$ cat config.mk
export PLATFORM = sky130hd
export DESIGN_NAME = alrm_cmd_fifo
export DESIGN_NICKNAME = d
export VERILOG_FILES = /design/src/design/alrm_pkg.sv /design/src/design/alrm_cmd_fifo.sv
export SDC_FILE = /design/constraint.sdc
export NUM_CORES = 1
export LEC_CHECK = 0
export BUFFER_PORTS_ARGS = -buffer_cell sky130_fd_sc_hd__buf_2
export CORE_UTILIZATION = 31
export CTS_BUF_LIST = sky130_fd_sc_hd__clkbuf_4
export DETAILED_ROUTE_END_ITERATION = 6
export PLACE_DENSITY = 0.6
export SYNTH_ARGS = -nofsm -noshare
export SYNTH_HDL_FRONTEND = slang
export SYNTH_SLANG_ARGS = --single-unit
export TNS_END_PERCENT = 1
$ cat constraint.sdc
create_clock -name clk -period 2.6 [get_ports clk]
set_input_delay 0.13 -clock clk [delete_from_list [all_inputs] [get_ports clk]]
set_output_delay 0.13 -clock clk [all_outputs]
set_load 0.05 [all_outputs]
$ cat src/design/alrm_pkg.sv
// Package for the ARINC 429 label rate monitor.
// Holds shared types, register indexes, reset values and the monitored-label table.
// No dependencies; compiled first.
package alrm_pkg;

    localparam int LABEL_BITS     = 8;
    localparam int LABEL_SPACE    = 256;
    localparam int TABLE_LEN      = 32;
    localparam int TABLE_IDX_BITS = 5;
    localparam int CFG_IDX_BITS   = 8;
    localparam int CFG_DATA_BITS  = 8;
    localparam int OBS_BITS       = 16;
    localparam int EXP_BITS       = 6;
    localparam int FIFO_DEPTH     = 4;
    localparam int FIFO_PTR_BITS  = $clog2(FIFO_DEPTH);

    // Configuration register indexes
    localparam logic [CFG_IDX_BITS-1:0] CFG_IDX_SYNC_LABEL       = 8'd0;
    localparam logic [CFG_IDX_BITS-1:0] CFG_IDX_SYNCS_PER_WINDOW = 8'd1;

    // Register reset values
    localparam logic [LABEL_BITS-1:0]    SYNC_LABEL_RST       = 8'o351;
    localparam logic [CFG_DATA_BITS-1:0] SYNCS_PER_WINDOW_RST = 8'd2;

    // Classified word handed from front to back
    typedef struct packed {
        logic [LABEL_BITS-1:0] label;
        logic                  close;
    } cmd_t;

    // Queue status seen by both sides
    typedef struct packed {
        logic full;
        logic empty;
    } fifo_stat_t;

    // Back-end sequencer states
    typedef enum logic [1:0] {
        B_IDLE,
        B_INC_WR,
        B_RPT_RD,
        B_RPT_OUT
    } back_state_t;

    // Monitored label for each report slot
    function automatic logic [LABEL_BITS-1:0] mon_label(input logic [TABLE_IDX_BITS-1:0] idx);
        logic [LABEL_BITS-1:0] lbl;
        case (idx)
            5'd0:    lbl = 8'o265;
            5'd1:    lbl = 8'o324;
            5'd2:    lbl = 8'o325;
            5'd3:    lbl = 8'o326;
            5'd4:    lbl = 8'o327;
            5'd5:    lbl = 8'o330;
            5'd6:    lbl = 8'o331;
            5'd7:    lbl = 8'o332;
            5'd8:    lbl = 8'o333;
            5'd9:    lbl = 8'o335;
            5'd10:   lbl = 8'o336;
            5'd11:   lbl = 8'o337;
            5'd12:   lbl = 8'o360;
            5'd13:   lbl = 8'o364;
            5'd14:   lbl = 8'o313;
            5'd15:   lbl = 8'o365;
            5'd16:   lbl = 8'o361;
            5'd17:   lbl = 8'o321;
            5'd18:   lbl = 8'o314;
            5'd19:   lbl = 8'o312;
            5'd20:   lbl = 8'o315;
            5'd21:   lbl = 8'o316;
            5'd22:   lbl = 8'o366;
            5'd23:   lbl = 8'o367;
            5'd24:   lbl = 8'o334;
            5'd25:   lbl = 8'o310;
            5'd26:   lbl = 8'o311;
            5'd27:   lbl = 8'o370;
            5'd28:   lbl = 8'o350;
            5'd29:   lbl = 8'o270;
            5'd30:   lbl = 8'o371;
            5'd31:   lbl = 8'o351;
            default: lbl = 8'o351;
        endcase
        return lbl;
    endfunction

    // Expected words per window for each report slot
    function automatic logic [EXP_BITS-1:0] mon_expected(input logic [TABLE_IDX_BITS-1:0] idx);
        logic [EXP_BITS-1:0] exp_cnt;
        if (idx <= 5'd13) begin
            exp_cnt = 6'd50;
        end else if (idx <= 5'd18) begin
            exp_cnt = 6'd25;
        end else if (idx <= 5'd24) begin
            exp_cnt = 6'd10;
        end else if (idx <= 5'd27) begin
            exp_cnt = 6'd5;
        end else begin
            exp_cnt = 6'd2;
        end
        return exp_cnt;
    endfunction

endpackage

$ cat src/design/alrm_cmd_fifo.sv
// Short command queue between front end and back end.
// Depends on alrm_pkg for cmd_t, fifo_stat_t and the depth.
module alrm_cmd_fifo (
    input  logic                 clk,
    input  logic                 rst_n,
    input  logic                 push,
    input  alrm_pkg::cmd_t       cmd_in,
    input  logic                 pop,
    output alrm_pkg::cmd_t       cmd_out,
    output alrm_pkg::fifo_stat_t stat
);

    alrm_pkg::cmd_t                    entry_reg [alrm_pkg::FIFO_DEPTH];
    logic [alrm_pkg::FIFO_PTR_BITS-1:0] wr_ptr_reg;
    logic [alrm_pkg::FIFO_PTR_BITS-1:0] rd_ptr_reg;
    logic [alrm_pkg::FIFO_PTR_BITS:0]   count_reg;
    logic [alrm_pkg::FIFO_PTR_BITS:0]   count_next;
    logic                               do_push;
    logic                               do_pop;

    assign stat.full  = (count_reg == (alrm_pkg::FIFO_PTR_BITS+1)'(alrm_pkg::FIFO_DEPTH));
    assign stat.empty = (count_reg == '0);
    assign do_push    = push && !stat.full;
    assign do_pop     = pop && !stat.empty;
    assign cmd_out    = entry_reg[rd_ptr_reg];

    // Occupancy
    always_comb
    begin
        count_next = count_reg;
        if (do_push && !do_pop) begin
            count_next = count_reg + 1'b1;
        end else if (do_pop && !do_push) begin
            count_next = count_reg - 1'b1;
        end
    end

    always_ff @(posedge clk or negedge rst_n)
    begin
        if (!rst_n) begin
            wr_ptr_reg <= '0;
            rd_ptr_reg <= '0;
            count_reg  <= '0;
        end else begin
            count_reg <= count_next;
            if (do_push) begin
                wr_ptr_reg <= wr_ptr_reg + 1'b1;
            end
            if (do_pop) begin
                rd_ptr_reg <= rd_ptr_reg + 1'b1;
            end
        end
    end

    // Entry storage
    always_ff @(posedge clk)
    begin
        if (do_push) begin
            entry_reg[wr_ptr_reg] <= cmd_in;
        end
    end

endmodule

* Word-level counts from Yosys, hierarchy flattened *
Memory sizes are Yosys's and may differ from the RTL's.
Index checks and enable logic that the tools add are counted.
W data, S select, Z words.

cells by class
  mux-type cells = 4
  eq/ne operators = 1
  add/sub/neg operators = 4
  reduce and logical (&&, ||, !) cells = 10

operator list
  operator               count
  $mux W3                2
  $add A2 B1 Y2 const B  2
  $logic_and A1 B1 Y1    4
  $logic_not A1 Y1       4
  $add A3 B1 Y3 const B  1
  $eq A3 B3 Y1 const B   1
  $logic_not A3 Y1       1
  $sub A3 B1 Y3 const B  1
  $mux W1                2
  $reduce_bool A2 Y1     1

storage, ports and cells
  word-level logic and storage cells = 23
  output and inout bits = 11
  RAM bits = 36
  input port bits = 13
  register bits = 7
  memories = 1

memory list
  memory     depth  bits a word  rd ports  clocked after memory_dff  write ports  RTL line             text
  entry_reg  4      9            1         0                         1            alrm_cmd_fifo.sv:13  alrm_pkg::cmd_t entry_reg [alrm_pkg::FIFO_DEPTH];

* Logic depth before layout (Yosys ltp) *
  word-level depth = 7
  mapped depth = 9
  mapped depth without buffers = 8

* Least setup slack after synthesis *
Ideal clock, no wire load.

  kind = flip-flop to flip-flop
  start = reg count_reg[0] (netlist name)
  end = reg count_reg[2] (netlist name)
  cell stages (with the launch flop) = 9
  arrival time = 2859 ps
  data required time = 2521 ps
  buffers on the path = 0
  clock period less this slack = 2938 ps
  path slack = -338 ps
  cells stage by stage = dfrtp_1 nor3_1 nand2b_1 ha_1 inv_1 fa_1 xor2_1 nor2_1 xor2_1

RTL lines
  element                 RTL line             text
  from (decl)             alrm_cmd_fifo.sv:16  logic [alrm_pkg::FIFO_PTR_BITS:0] count_reg;
  from (signal assigned)  alrm_cmd_fifo.sv:45  count_reg <= count_next;

==> flow_metrics.py <==
metrics = {
    "final_layout": {
        "final_common_cell": "edfxtp_1",
        "fin_nets": 138,
        "mostFrequentLayoutCells": "edfxtp_1 (36), buf_2 (23), dlygate4sd3_1 (10), mux4_2 (9), dfrtp_1 (7)",
        "drive_gt1_share_pct": 40.8,
        "fin_area_um2": 2100,
        "area_growth_pct": 21.1,
        "largest_reg_flops": 36,
        "num_antenna_cells": 0,
    },
    "clock_network": {
        "cts.hold.buffers_added": 10,
        "post_cts_resized": 0,
        "htreeDepth": 2,
        "cts_setup_buffers": 0,
        "path_clk_slew_ns": 0.12,
        "clk_latency_ns": 0.35,
        "cts_made_buffers": 5,
        "cts_sinks": 43,
        "cts_tree": "yes",
        "clockBufferDepth": 2,
        "cts_root_buf": "clkbuf_4",
    },
    "worst_setup_path": {
        "startpoint": "rd_ptr_reg[0]$_DFFE_PN0P_",
        "end_kind": "output pin",
        "worstPathMaxFanout": 11,
        "reg2reg_depth": 8,
        "worstPathRequired_ns": 2.47,
        "cp_data_arrival_time_ns": 1.99,
        "worstSetupPathType": "reg2out",
        "reg2reg_setup_slack_ns": 0.54,
        "start_kind": "flop",
        "r2r-start": "count_reg[2]$_DFFE_PN0P_",
    },
    "die": {
        "start_util_pct": 33.1,
        "rows": 26,
        "die_h_um": 76.8,
        "io_pins": 24,
        "die_w_um": 76.8,
        "dieArea_um2": 5900,
        "core_area_um2": 5240,
    },
    "timing": {
        "setup-violations-final": 0,
        "clock_skew_ns": 0.00949,
        "max_slew_margin_pct": 53.3,
        "worst_pin_slew_ns": 0.700,
        "fin_crit_sh_pct": 81.4,
        "rsz0062_at_grt": "false",
        "period_needed_ns": 2.12,
        "hold_viol_final": 0,
        "max_freq_ghz": 0.472,
        "slew_violations": 0,
        "tns_ns": 0,
    },
    "worst_hold_path": {
        "hold_class": "in2reg",
        "hold_depth": 3,
        "hold_start": "pop",
    },
    "pwr": {
        "power_per_cell_area_nw_per_um2": 1190,
        "p_leak_uw": 0.000770,
        "ir_drop_mv": 0.486,
    },
    "synthesis": {
        "yosysSeqAreaShare_pct": 72.4,
        "syn-num-nets": 101,
        "syn_area_um2": 1740,
        "syn_avg_cell_area_um2": 21.2,
        "yosysUniqueCellTypes": 20,
        "ys.warnings.count": 0,
        "ys_ff_latch": 43,
        "syn-instance-count": 82,
    },
    "global_route": {
        "grt_max_degree": 15,
        "antenna_found_initial": 0,
        "overflow": 0,
        "grt_pass1_vias": 924,
        "grt_util_all_layers_pct": 10.8,
        "grt_pass1_wl_um": 4620,
    },
    "route": {
        "drc": 0,
        "wirelength_um": 2780,
        "wl_per_cell_um": 14.6,
        "viasPerCell": 4.39,
        "initialDrtViolationCount": 31,
        "final_antenna_net_count": 0,
        "first_pass_iters": 4,
        "vias": 834,
    },
    "outcome": {
        "status": "finished, final reports clean",
    },
    "place": {
        "port_buffers": 23,
        "placed_cell_area_um2": 1920,
        "gp_congestion": 0.626,
    },
    "run": {
        "cap_viol_max_count": 0,
    },
}
==> final timing paths <==
kind,to
worst max-delay path,cmd_out[1]
worst min-delay path,rd_ptr_reg[1]$_DFFE_PN0P_
worst max register to register,count_reg[2]$_DFFE_PN0P_
worst min register to register,count_reg[2]$_DFFE_PN0P_
max in group asynchronous,wr_ptr_reg[0]$_DFFE_PN0P_
min in group asynchronous,count_reg[0]$_DFFE_PN0P_
==> area by class of cell <==
cell class	count	area, um2
sequential	43	1260
clock inverter	3	43.8
multi-input combinational	33	449
clock buffer	5	37.5
fill	486	3140
timing repair buffer	33	215
inverter	3	11.3
tap	70	87.6
==> synth_stat cells <==
master    instances  area, um2
edfxtp_1         36       1080
mux2_2            1       11.3
xor2_1            2       17.5
xnor2_1           4       35.0
nand3b_1          1       7.51
buf_6             1       11.3
and2_2            4       30.0
buf_4             1       7.51
buf_2             1       5.00
dfrtp_1           7        175
nor2b_2           1       8.76
nor3b_4           1       18.8
inv_1             3       11.3
ha_1              5       62.6
fa_1              1       20.0
nand2b_1          1       6.26
nor3_1            1       5.00
mux4_2            9        203
mux2_4            1       15.0
nor2_1            1       3.75
==> power by group <==
part	leakage (uW)	switching [uW]	internal, uW
sequential	0.000411	165	929
combinational	0.000314	617	378
clock	0.0000452	214	202
total	0.000770	997	1510
==> critical path: stages (launching register included) <==
cell	delay (ns)
dfrtp_1	0.81
mux4_2	0.60
buf_2	0.23
==> per-layer routing <==
metal / up-vias / GRT usage [%] / part of all wire (%)
li1: 387 / - / -
met1: 418 / 13.1 / 45
met2: 22 / 17.2 / 48
met3: 7 / 3.69 / 4.4
met4: 0 / 5.19 / 1.9
met5: - / 0 / 0
==> stage by stage <==
step | hold WS, ns | utilization (%) | std cells | power, uW | setup slack (ns)
6_report | 0.0814 | 40.1 | 190 | 2510 | 0.483
5_1_grt | 0.104 | 40.1 | 190 | 2650 | 0.343
3_3_place_gp | -0.0287 | 36.6 | 172 | 2080 | 0.618
3_5_place_dp | -0.0224 | 36.6 | 172 | 2120 | 0.559
2_1_floorplan | -0.166 | - | 82 | 1910 | 0.139
4_1_cts | 0.0731 | 40.1 | 190 | 2550 | 0.407
==> cells by family (layout without fill, tap and decap cells) <==
group / count (synthesis) / count (layout) / share of synthesized area (%)
adder cells (fa/ha/maj): 6 / 6 / 4.76
multiplexers: 11 / 11 / 13.2
AND/OR/NAND/NOR: 10 / 10 / 4.61
flip-flops: 43 / 43 / 72.4
buffers and inverters: 6 / 44 / 2.02
XOR/XNOR: 6 / 6 / 3.03
Note: power is estimated with default switching activity, not from simulation.
