==> src/design/alrm_pkg.sv <==
// Package for the ARINC 429 label rate monitor.
// Holds shared types, register indexes, reset values and the monitored-label table.
// No dependencies; compiled first.
package alrm_pkg;

    localparam int LABEL_BITS     = 8;
    localparam int LABEL_SPACE    = 256;
    localparam int TABLE_LEN      = 32;
    localparam int TABLE_IDX_BITS = 5;
    localparam int CFG_IDX_BITS   = 8;
    localparam int CFG_DATA_BITS  = 8;
    localparam int OBS_BITS       = 16;
    localparam int EXP_BITS       = 6;
    localparam int FIFO_DEPTH     = 4;
    localparam int FIFO_PTR_BITS  = $clog2(FIFO_DEPTH);

    // Configuration register indexes
    localparam logic [CFG_IDX_BITS-1:0] CFG_IDX_SYNC_LABEL       = 8'd0;
    localparam logic [CFG_IDX_BITS-1:0] CFG_IDX_SYNCS_PER_WINDOW = 8'd1;

    // Register reset values
    localparam logic [LABEL_BITS-1:0]    SYNC_LABEL_RST       = 8'o351;
    localparam logic [CFG_DATA_BITS-1:0] SYNCS_PER_WINDOW_RST = 8'd2;

    // Classified word handed from front to back
    typedef struct packed {
        logic [LABEL_BITS-1:0] label;
        logic                  close;
    } cmd_t;

    // Queue status seen by both sides
    typedef struct packed {
        logic full;
        logic empty;
    } fifo_stat_t;

    // Back-end sequencer states
    typedef enum logic [1:0] {
        B_IDLE,
        B_INC_WR,
        B_RPT_RD,
        B_RPT_OUT
    } back_state_t;

    // Monitored label for each report slot
    function automatic logic [LABEL_BITS-1:0] mon_label(input logic [TABLE_IDX_BITS-1:0] idx);
        logic [LABEL_BITS-1:0] lbl;
        case (idx)
            5'd0:    lbl = 8'o265;
            5'd1:    lbl = 8'o324;
            5'd2:    lbl = 8'o325;
            5'd3:    lbl = 8'o326;
            5'd4:    lbl = 8'o327;
            5'd5:    lbl = 8'o330;
            5'd6:    lbl = 8'o331;
            5'd7:    lbl = 8'o332;
            5'd8:    lbl = 8'o333;
            5'd9:    lbl = 8'o335;
            5'd10:   lbl = 8'o336;
            5'd11:   lbl = 8'o337;
            5'd12:   lbl = 8'o360;
            5'd13:   lbl = 8'o364;
            5'd14:   lbl = 8'o313;
            5'd15:   lbl = 8'o365;
            5'd16:   lbl = 8'o361;
            5'd17:   lbl = 8'o321;
            5'd18:   lbl = 8'o314;
            5'd19:   lbl = 8'o312;
            5'd20:   lbl = 8'o315;
            5'd21:   lbl = 8'o316;
            5'd22:   lbl = 8'o366;
            5'd23:   lbl = 8'o367;
            5'd24:   lbl = 8'o334;
            5'd25:   lbl = 8'o310;
            5'd26:   lbl = 8'o311;
            5'd27:   lbl = 8'o370;
            5'd28:   lbl = 8'o350;
            5'd29:   lbl = 8'o270;
            5'd30:   lbl = 8'o371;
            5'd31:   lbl = 8'o351;
            default: lbl = 8'o351;
        endcase
        return lbl;
    endfunction

    // Expected words per window for each report slot
    function automatic logic [EXP_BITS-1:0] mon_expected(input logic [TABLE_IDX_BITS-1:0] idx);
        logic [EXP_BITS-1:0] exp_cnt;
        if (idx <= 5'd13) begin
            exp_cnt = 6'd50;
        end else if (idx <= 5'd18) begin
            exp_cnt = 6'd25;
        end else if (idx <= 5'd24) begin
            exp_cnt = 6'd10;
        end else if (idx <= 5'd27) begin
            exp_cnt = 6'd5;
        end else begin
            exp_cnt = 6'd2;
        end
        return exp_cnt;
    endfunction

endpackage

==> src/design/alrm_ifs.sv <==
// Channel interfaces for the label rate monitor: word input, report output, config writes.
// Depends on alrm_pkg for field widths.
interface alrm_in_if;
    logic        valid;
    logic        ready;
    logic [31:0] rx_word;

    modport source (output valid, output rx_word, input ready);
    modport sink   (input valid, input rx_word, output ready);
endinterface


interface alrm_cfg_if;
    logic                              valid;
    logic                              ready;
    logic [alrm_pkg::CFG_IDX_BITS-1:0]  index;
    logic [alrm_pkg::CFG_DATA_BITS-1:0] data;

    modport source (output valid, output index, output data, input ready);
    modport sink   (input valid, input index, input data, output ready);
endinterface

==> src/design/alrm_front.sv <==
// Front end: config registers, alignment and sync-phase tracking, word classification.
// Depends on alrm_pkg and alrm_ifs; pushes classified words into the command queue.
module alrm_front (
    input  logic                 clk,
    input  logic                 rst_n,
    alrm_in_if.sink              rx,
    alrm_cfg_if.sink             cfg,
    input  alrm_pkg::fifo_stat_t fifo_stat,
    output logic                 push,
    output alrm_pkg::cmd_t       cmd
);

    logic                                sync_label_reg;
    logic [alrm_pkg::LABEL_BITS-1:0]     sync_lbl_reg;
    logic [alrm_pkg::CFG_DATA_BITS-1:0]  spw_reg;
    logic                                aligned_reg;
    logic                                aligned_next;
    logic [alrm_pkg::CFG_DATA_BITS-1:0]  phase_reg;
    logic [alrm_pkg::CFG_DATA_BITS-1:0]  phase_next;
    logic [alrm_pkg::LABEL_BITS-1:0]     lbl;
    logic                                is_sync;
    logic                                closes;
    logic                                accept;
    logic [alrm_pkg::CFG_DATA_BITS:0]    phase_inc;

    assign rx.ready  = !fifo_stat.full;
    assign cfg.ready = 1'b1;
    assign accept    = rx.valid && rx.ready;

    // Classify the incoming beat
    assign lbl       = rx.rx_word[alrm_pkg::LABEL_BITS-1:0];
    assign is_sync   = (lbl == sync_lbl_reg);
    assign phase_inc = {1'b0, phase_reg} + 9'd1;
    assign closes    = is_sync && (phase_inc >= {1'b0, spw_reg});

    assign push      = accept && aligned_reg;
    assign cmd.label = lbl;
    assign cmd.close = closes;

    // Alignment and phase update
    always_comb
    begin
        aligned_next = aligned_reg;
        phase_next   = phase_reg;
        if (accept) begin
            if (!aligned_reg) begin
                if (is_sync) begin
                    aligned_next = 1'b1;
                end
            end else if (is_sync) begin
                phase_next = closes ? '0 : phase_inc[alrm_pkg::CFG_DATA_BITS-1:0];
            end
        end
    end

    always_ff @(posedge clk or negedge rst_n)
    begin
        if (!rst_n) begin
            aligned_reg <= 1'b0;
            phase_reg   <= '0;
        end else begin
            aligned_reg <= aligned_next;
            phase_reg   <= phase_next;
        end
    end

    // Config register writes
    always_ff @(posedge clk or negedge rst_n)
    begin
        if (!rst_n) begin
            sync_lbl_reg <= alrm_pkg::SYNC_LABEL_RST;
            spw_reg      <= alrm_pkg::SYNCS_PER_WINDOW_RST;
        end else if (cfg.valid && cfg.ready) begin
            case (cfg.index)
                alrm_pkg::CFG_IDX_SYNC_LABEL:       sync_lbl_reg <= cfg.data;
                alrm_pkg::CFG_IDX_SYNCS_PER_WINDOW: spw_reg      <= cfg.data;
                default: ;
            endcase
        end
    end

    // sync_label_reg marks a pending sync beat; kept for debug visibility
    always_ff @(posedge clk or negedge rst_n)
    begin
        if (!rst_n) begin
            sync_label_reg <= 1'b0;
        end else begin
            sync_label_reg <= accept && is_sync;
        end
    end

`ifndef SYNTH
    // A beat that closes a window is always a sync beat
    assert property (@(posedge clk) disable iff (!rst_n) closes |-> is_sync)
        else $error("close flagged on non-sync label");
    // A queued window close clears the phase
    assert property (@(posedge clk) disable iff (!rst_n)
        (push && cmd.close) |=> (phase_reg == '0))
        else $error("phase not cleared at window close");
    // Nothing is queued before alignment
    assert property (@(posedge clk) disable iff (!rst_n) push |-> aligned_reg)
        else $error("push before alignment");
    // Sync beat during alignment sets the aligned flag
    assert property (@(posedge clk) disable iff (!rst_n)
        (sync_label_reg && !$past(aligned_reg)) |-> aligned_reg)
        else $error("alignment not taken");
`endif

endmodule

==> src/flat_wrapper.sv <==
// flat-port wrapper written by rule: the top's interface ports become plain ports
module alrm_front_flat 
  (clk, rst_n, fifo_stat, push, cmd, rx_valid, rx_rx_word, rx_ready, cfg_valid, cfg_index, cfg_data, cfg_ready);
  alrm_in_if rx_i ();
  alrm_cfg_if cfg_i ();
  input  logic clk;
  input  logic rst_n;
  input  alrm_pkg::fifo_stat_t fifo_stat;
  output logic push;
  output alrm_pkg::cmd_t cmd;
  input wire logic [$bits(rx_i.valid)-1:0] rx_valid;
  input wire logic [$bits(rx_i.rx_word)-1:0] rx_rx_word;
  output wire logic [$bits(rx_i.ready)-1:0] rx_ready;
  input wire logic [$bits(cfg_i.valid)-1:0] cfg_valid;
  input wire logic [$bits(cfg_i.index)-1:0] cfg_index;
  input wire logic [$bits(cfg_i.data)-1:0] cfg_data;
  output wire logic [$bits(cfg_i.ready)-1:0] cfg_ready;
  assign rx_i.valid = rx_valid;
  assign rx_i.rx_word = rx_rx_word;
  assign rx_ready = rx_i.ready;
  assign cfg_i.valid = cfg_valid;
  assign cfg_i.index = cfg_index;
  assign cfg_i.data = cfg_data;
  assign cfg_ready = cfg_i.ready;
  alrm_front u_core (.clk(clk), .rst_n(rst_n), .rx(rx_i), .cfg(cfg_i), .fifo_stat(fifo_stat), .push(push), .cmd(cmd));
endmodule
==> config.mk <==
export PLATFORM = sky130hd
export DESIGN_NAME = alrm_front_flat
export DESIGN_NICKNAME = d
export VERILOG_FILES = /design/src/design/alrm_pkg.sv /design/src/design/alrm_ifs.sv /design/src/design/alrm_front.sv /design/src/flat_wrapper.sv
export SDC_FILE = /design/constraint.sdc
export NUM_CORES = 1
export LEC_CHECK = 0
export BUFFER_PORTS_ARGS = -buffer_cell sky130_fd_sc_hd__buf_2
export CAP_MARGIN = 20
export CORE_AREA = 5 5 61 63
export CTS_CLUSTER_SIZE = 8
export DETAILED_ROUTE_END_ITERATION = 7
export DIE_AREA = 0 0 66 68
export PLACE_DENSITY = 0.83
export SYNTH_ARGS = -nofsm -noshare
export SYNTH_HDL_FRONTEND = slang
export SYNTH_SLANG_ARGS = --single-unit
export TNS_END_PERCENT = 5
==> constraint.sdc <==
create_clock -name clk -period 7.4 [get_ports clk]
set_clock_uncertainty 0.15 [all_clocks]
set_input_delay 0.37 -clock clk [delete_from_list [all_inputs] [get_ports clk]]
set_output_delay 0.37 -clock clk [all_outputs]
set_load 0.03 [all_outputs]
Word level (Yosys, flattened, before mapping)
Cells that the tools add are included.
- flip-flop bits (word level): 25
- input bits: 54
- output and inout bits: 12
- logic and storage cells: 19
- add/subtract/negate cells: 1
- order comparisons: 1
- equal/unequal tests: 2
- muxes and demuxes: 3
- reductions and logical operators: 8
- operator list (kind ; count):
    $add A8 B1 Y9 const B ; 1
    $ge A9 B8 Y1 ; 1
    $eq A8 B1 Y1 const B ; 1
    $eq A8 B8 Y1 ; 1
    $logic_not A8 Y1 ; 1
    $mux W8 ; 1
    $reduce_and A2 Y1 ; 2
    $logic_and A1 B1 Y1 ; 3
    $reduce_and A3 Y1 ; 1
    $mux W1 ; 2
    $logic_not A1 Y1 ; 1

Longest topological paths before layout
- depth after elaboration: 4
- gate-level depth with buffers: 10
- depth with buffers taken out: 10

Least setup slack after synthesis
OpenSTA, ideal clock, no wires.
- path type: register to output
- start point: register u_core.phase_reg[0] in the netlist's numbering
- end point: output cmd[0] in the netlist's numbering
- arrival time: 2622 ps
- path slack: 4258 ps
- cell stages (with the launch flop): 11
- cells stage by stage: dfrtp_1 ha_1 nand3_1 or2_2 xnor2_1 ha_1 or3_4 a2bb2oi_1 a311o_1 and3_2 buf_4
- word-level cells in the longest chain between the ends: 3
- RTL lines (what ; RTL line ; RTL):
    start, declared ; alrm_front.sv:18 ; logic [alrm_pkg::CFG_DATA_BITS-1:0] phase_reg;
    start signal, assigned ; alrm_front.sv:63 ; phase_reg <= phase_next;
    $add A8 B1 Y9 ; alrm_front.sv:33 ; assign phase_inc = {1'b0, phase_reg} + 9'd1;
    $ge A9 B8 Y1 ; alrm_front.sv:34 ; assign closes = is_sync && (phase_inc >= {1'b0, spw_reg});
    $logic_and A1 B1 Y1 ; alrm_front.sv:34 ;
    end, declared ; flat_wrapper.sv:10 ; output alrm_pkg::cmd_t cmd;
Every way passes these cells.

==> out/metrics.csv <==
metric;value;unit
status;finished, final reports clean;
synth-async-reset-ratio;100;%
period_minus_slack;3.75;ns
first_iter_violations;32;
synthTopCellsByCount;dfrtp_1, mux2_2, nand2_1, buf_4, xor2_1;
wire_per_inst;12.9;um
critical_path_class;reg2out;
area_delta_synth_final;13.2;%
grt_pass1_wl;5320;um
yosys.area_share.simple;13.3;%
die_h;68;um
cp_common_cell;ha_1;
drtAntennaViolNets;0;
max_stage_delay;0.44;ns
synthesis.nets;210;
drt_wl_total;2890;um
synth_xor_area_share;7.97;%
synth_top_family_by_area;simple AND/OR/NAND/NOR gates;
worstHoldEndpoint;u_core.spw_reg[3]$_DFFE_PN0P_;
ys_ff_latch;25;
r2r_setup_slack;4.23;ns
leakagePower;0.888;nW
ys_types;37;
viasPerCell;5.09;
firstDrtPassIters;4;
synth_most_common_cell;dfrtp_1;
nets;243;
drv_cap;0;
gp_congestion;0.834;
rsz0062_at_grt;false;
crit_chain;ha_1 > nand3_1 > or2_2 > xnor2_1 > ha_1 > or3_4 > a2bb2oi_1 > a311o_1 > and3_2 > buf_2;
synthAdderAreaFrac;7.32;%
syn_area;0.00154;mm^2
synth_compound_area_share;10.4;%
fp-row-count;21;
fin_crit_sh;50.6;%
postSynthCellCount;147;
cts_made_buffers;3;
postCtsHoldBufs;1;
cts_tree;yes;
synth.area.mux_share;11.7;%
initial_core_util;48.4;%
h-tree-depth;1;
synthTopCellsByArea;dfrtp_1, mux2_2, dfstp_2, ha_1, xor2_1;
synth-edff-count;0;
r2r_end;u_core.phase_reg[4]$_DFFE_PN0P_;
whs_path_depth;2;
crit_fanout;5;
clk_pin_slew_worst_paths;0.14;ns
drive_above_1_share;39.7;%
finish.utilization;54.8;%
cp_slowest_cell;dfrtp_1;
io_pins;66;
cts_sinks;25;
cp.required;6.88;ns
setup_viol;0;
insertedDiodeCount;0;
grt_max_degree;26;
antenna_found_initial;0;
drc;0;
maxSlewViolCount;0;
cp-end-kind;output pin;
r2r.worst_path.cells;10;
grt_use_total;15.4;%
grt_pass1_vias;1253;
die_x;66;um
cts_root_buffer;clkbuf_4;
clk_latency;0.33;ns
core_area;0.00318;mm^2
num_vias;1146;
min_from;cfg_data[3];
yosysWarnings;0;
cts_setup_buffers;0;
reg2reg_from;u_core.phase_reg[0]$_DFFE_PN0P_;
fmax;267;MHz
yosysSeqAreaShare;41.1;%
synth-main-ff-cell;dfrtp_1;
avgSynthCellArea;10.5;um^2
cts_resized;0;
hold_violations;0;
power.density;143;mW/mm^2
cts.path.max_buffers;2;
vdd_drop_max;0.0000973;V
yosysTopAreaCell;dfrtp_1;
setup_tns;0;ns
dp_hpwl;2380;um
overflow;0;
port_buffers;39;
crit_path_start_kind;register;
worst_pin_slew;0.550;ns
dieArea;0.00449;mm^2
crit_arrival;3.23;ns
slew_headroom;63.3;%
min_path_type;in2reg;
yosysTopAreaCellShare;30.9;%
-- cells by family after synthesis --
kind of cell               after synthesis
AOI/OAI and AO/OA                       22
and+or+nand+nor                         39
DFF                                     25
buffers and inverters                   21
adders and majority gates                9
other                                    1
xor gates and xnor gates                14
muxes                                   16
-- placed cells by master (no fill, tap or decap), types with 3 or more instances in the layout --
| master | count |
|---|---|
| mux2_2 | 16 |
| dfstp_2 | 6 |
| xnor2_1 | 3 |
| inv_1 | 9 |
| nand3_1 | 3 |
| o21ai_0 | 6 |
| ha_1 | 9 |
| a21oi_1 | 5 |
| dfrtp_1 | 19 |
| clkbuf_4 | 3 |
| xor2_1 | 11 |
| nand2_1 | 16 |
| nor2_1 | 4 |
| buf_2 | 39 |
-- report_power, final --
part           switching (mW)  total, mW  leakage (nW)  internal (mW)
clock                  0.0433     0.0637        0.0177         0.0203
combinational          0.0225     0.0398         0.550         0.0173
sequential            0.00249      0.145         0.320          0.142
total                  0.0683      0.248         0.888          0.180
-- worst max-delay path by stage --
stage | start | endpoint | slack, ns
final | u_core.phase_reg[0]$_DFFE_PN0P_ | cmd[0] | 3.65
after global routing | u_core.phase_reg[0]$_DFFE_PN0P_ | cmd[0] | 3.41
after CTS | u_core.phase_reg[0]$_DFFE_PN0P_ | cmd[0] | 3.64
after detailed placement | u_core.phase_reg[0]$_DFFE_PN0P_ | cmd[0] | 4.04
after global placement | u_core.phase_reg[0]$_DFFE_PN0P_ | cmd[0] | 4.06
after floorplan | u_core.phase_reg[0]$_DFFE_PN0P_ | cmd[0] | 4.26
-- cell type report --
class / count / area (um^2)
Sequential cell: 25 / 633
Fill cell: 291 / 1440
Clock inverter: 1 / 5.00
Multi-Input combinational cell: 101 / 785
Tap cell: 46 / 57.6
Inverter: 9 / 33.8
Clock buffer: 3 / 22.5
Timing Repair Buffer: 40 / 205
-- through the flow --
step	instance area [um^2]	setup slack (ns)	power, mW	cells	hold slack, ns
2_1_floorplan	1540	4.26	0.173	147	-0.0756
3_3_place_gp	1700	4.06	0.186	220	0.241
3_5_place_dp	1700	4.04	0.187	220	0.244
4_1_cts	1740	3.64	0.252	225	0.116
5_1_grt	1740	3.41	0.262	225	0.113
6_report	1740	3.65	0.248	225	0.126
-- metal layers --
layer  vias up  wire (um)  track usage, %
li1        569          -               -
met1       529       1310            19.3
met2        39       1330            25.9
met3         9        190            3.12
met4         0         72            6.60
met5         -          0               0
-- worst max-delay path: cells and delay by family, from the launching register on --
family,cells,cell delay (ns)
compound gates,2,0.50
xor+xnor,1,0.15
fa+ha+maj,2,0.43
buf+inv,1,0.18
flops,1,0.44
simple gates,4,1.20
(Power assumes the default switching activity.)
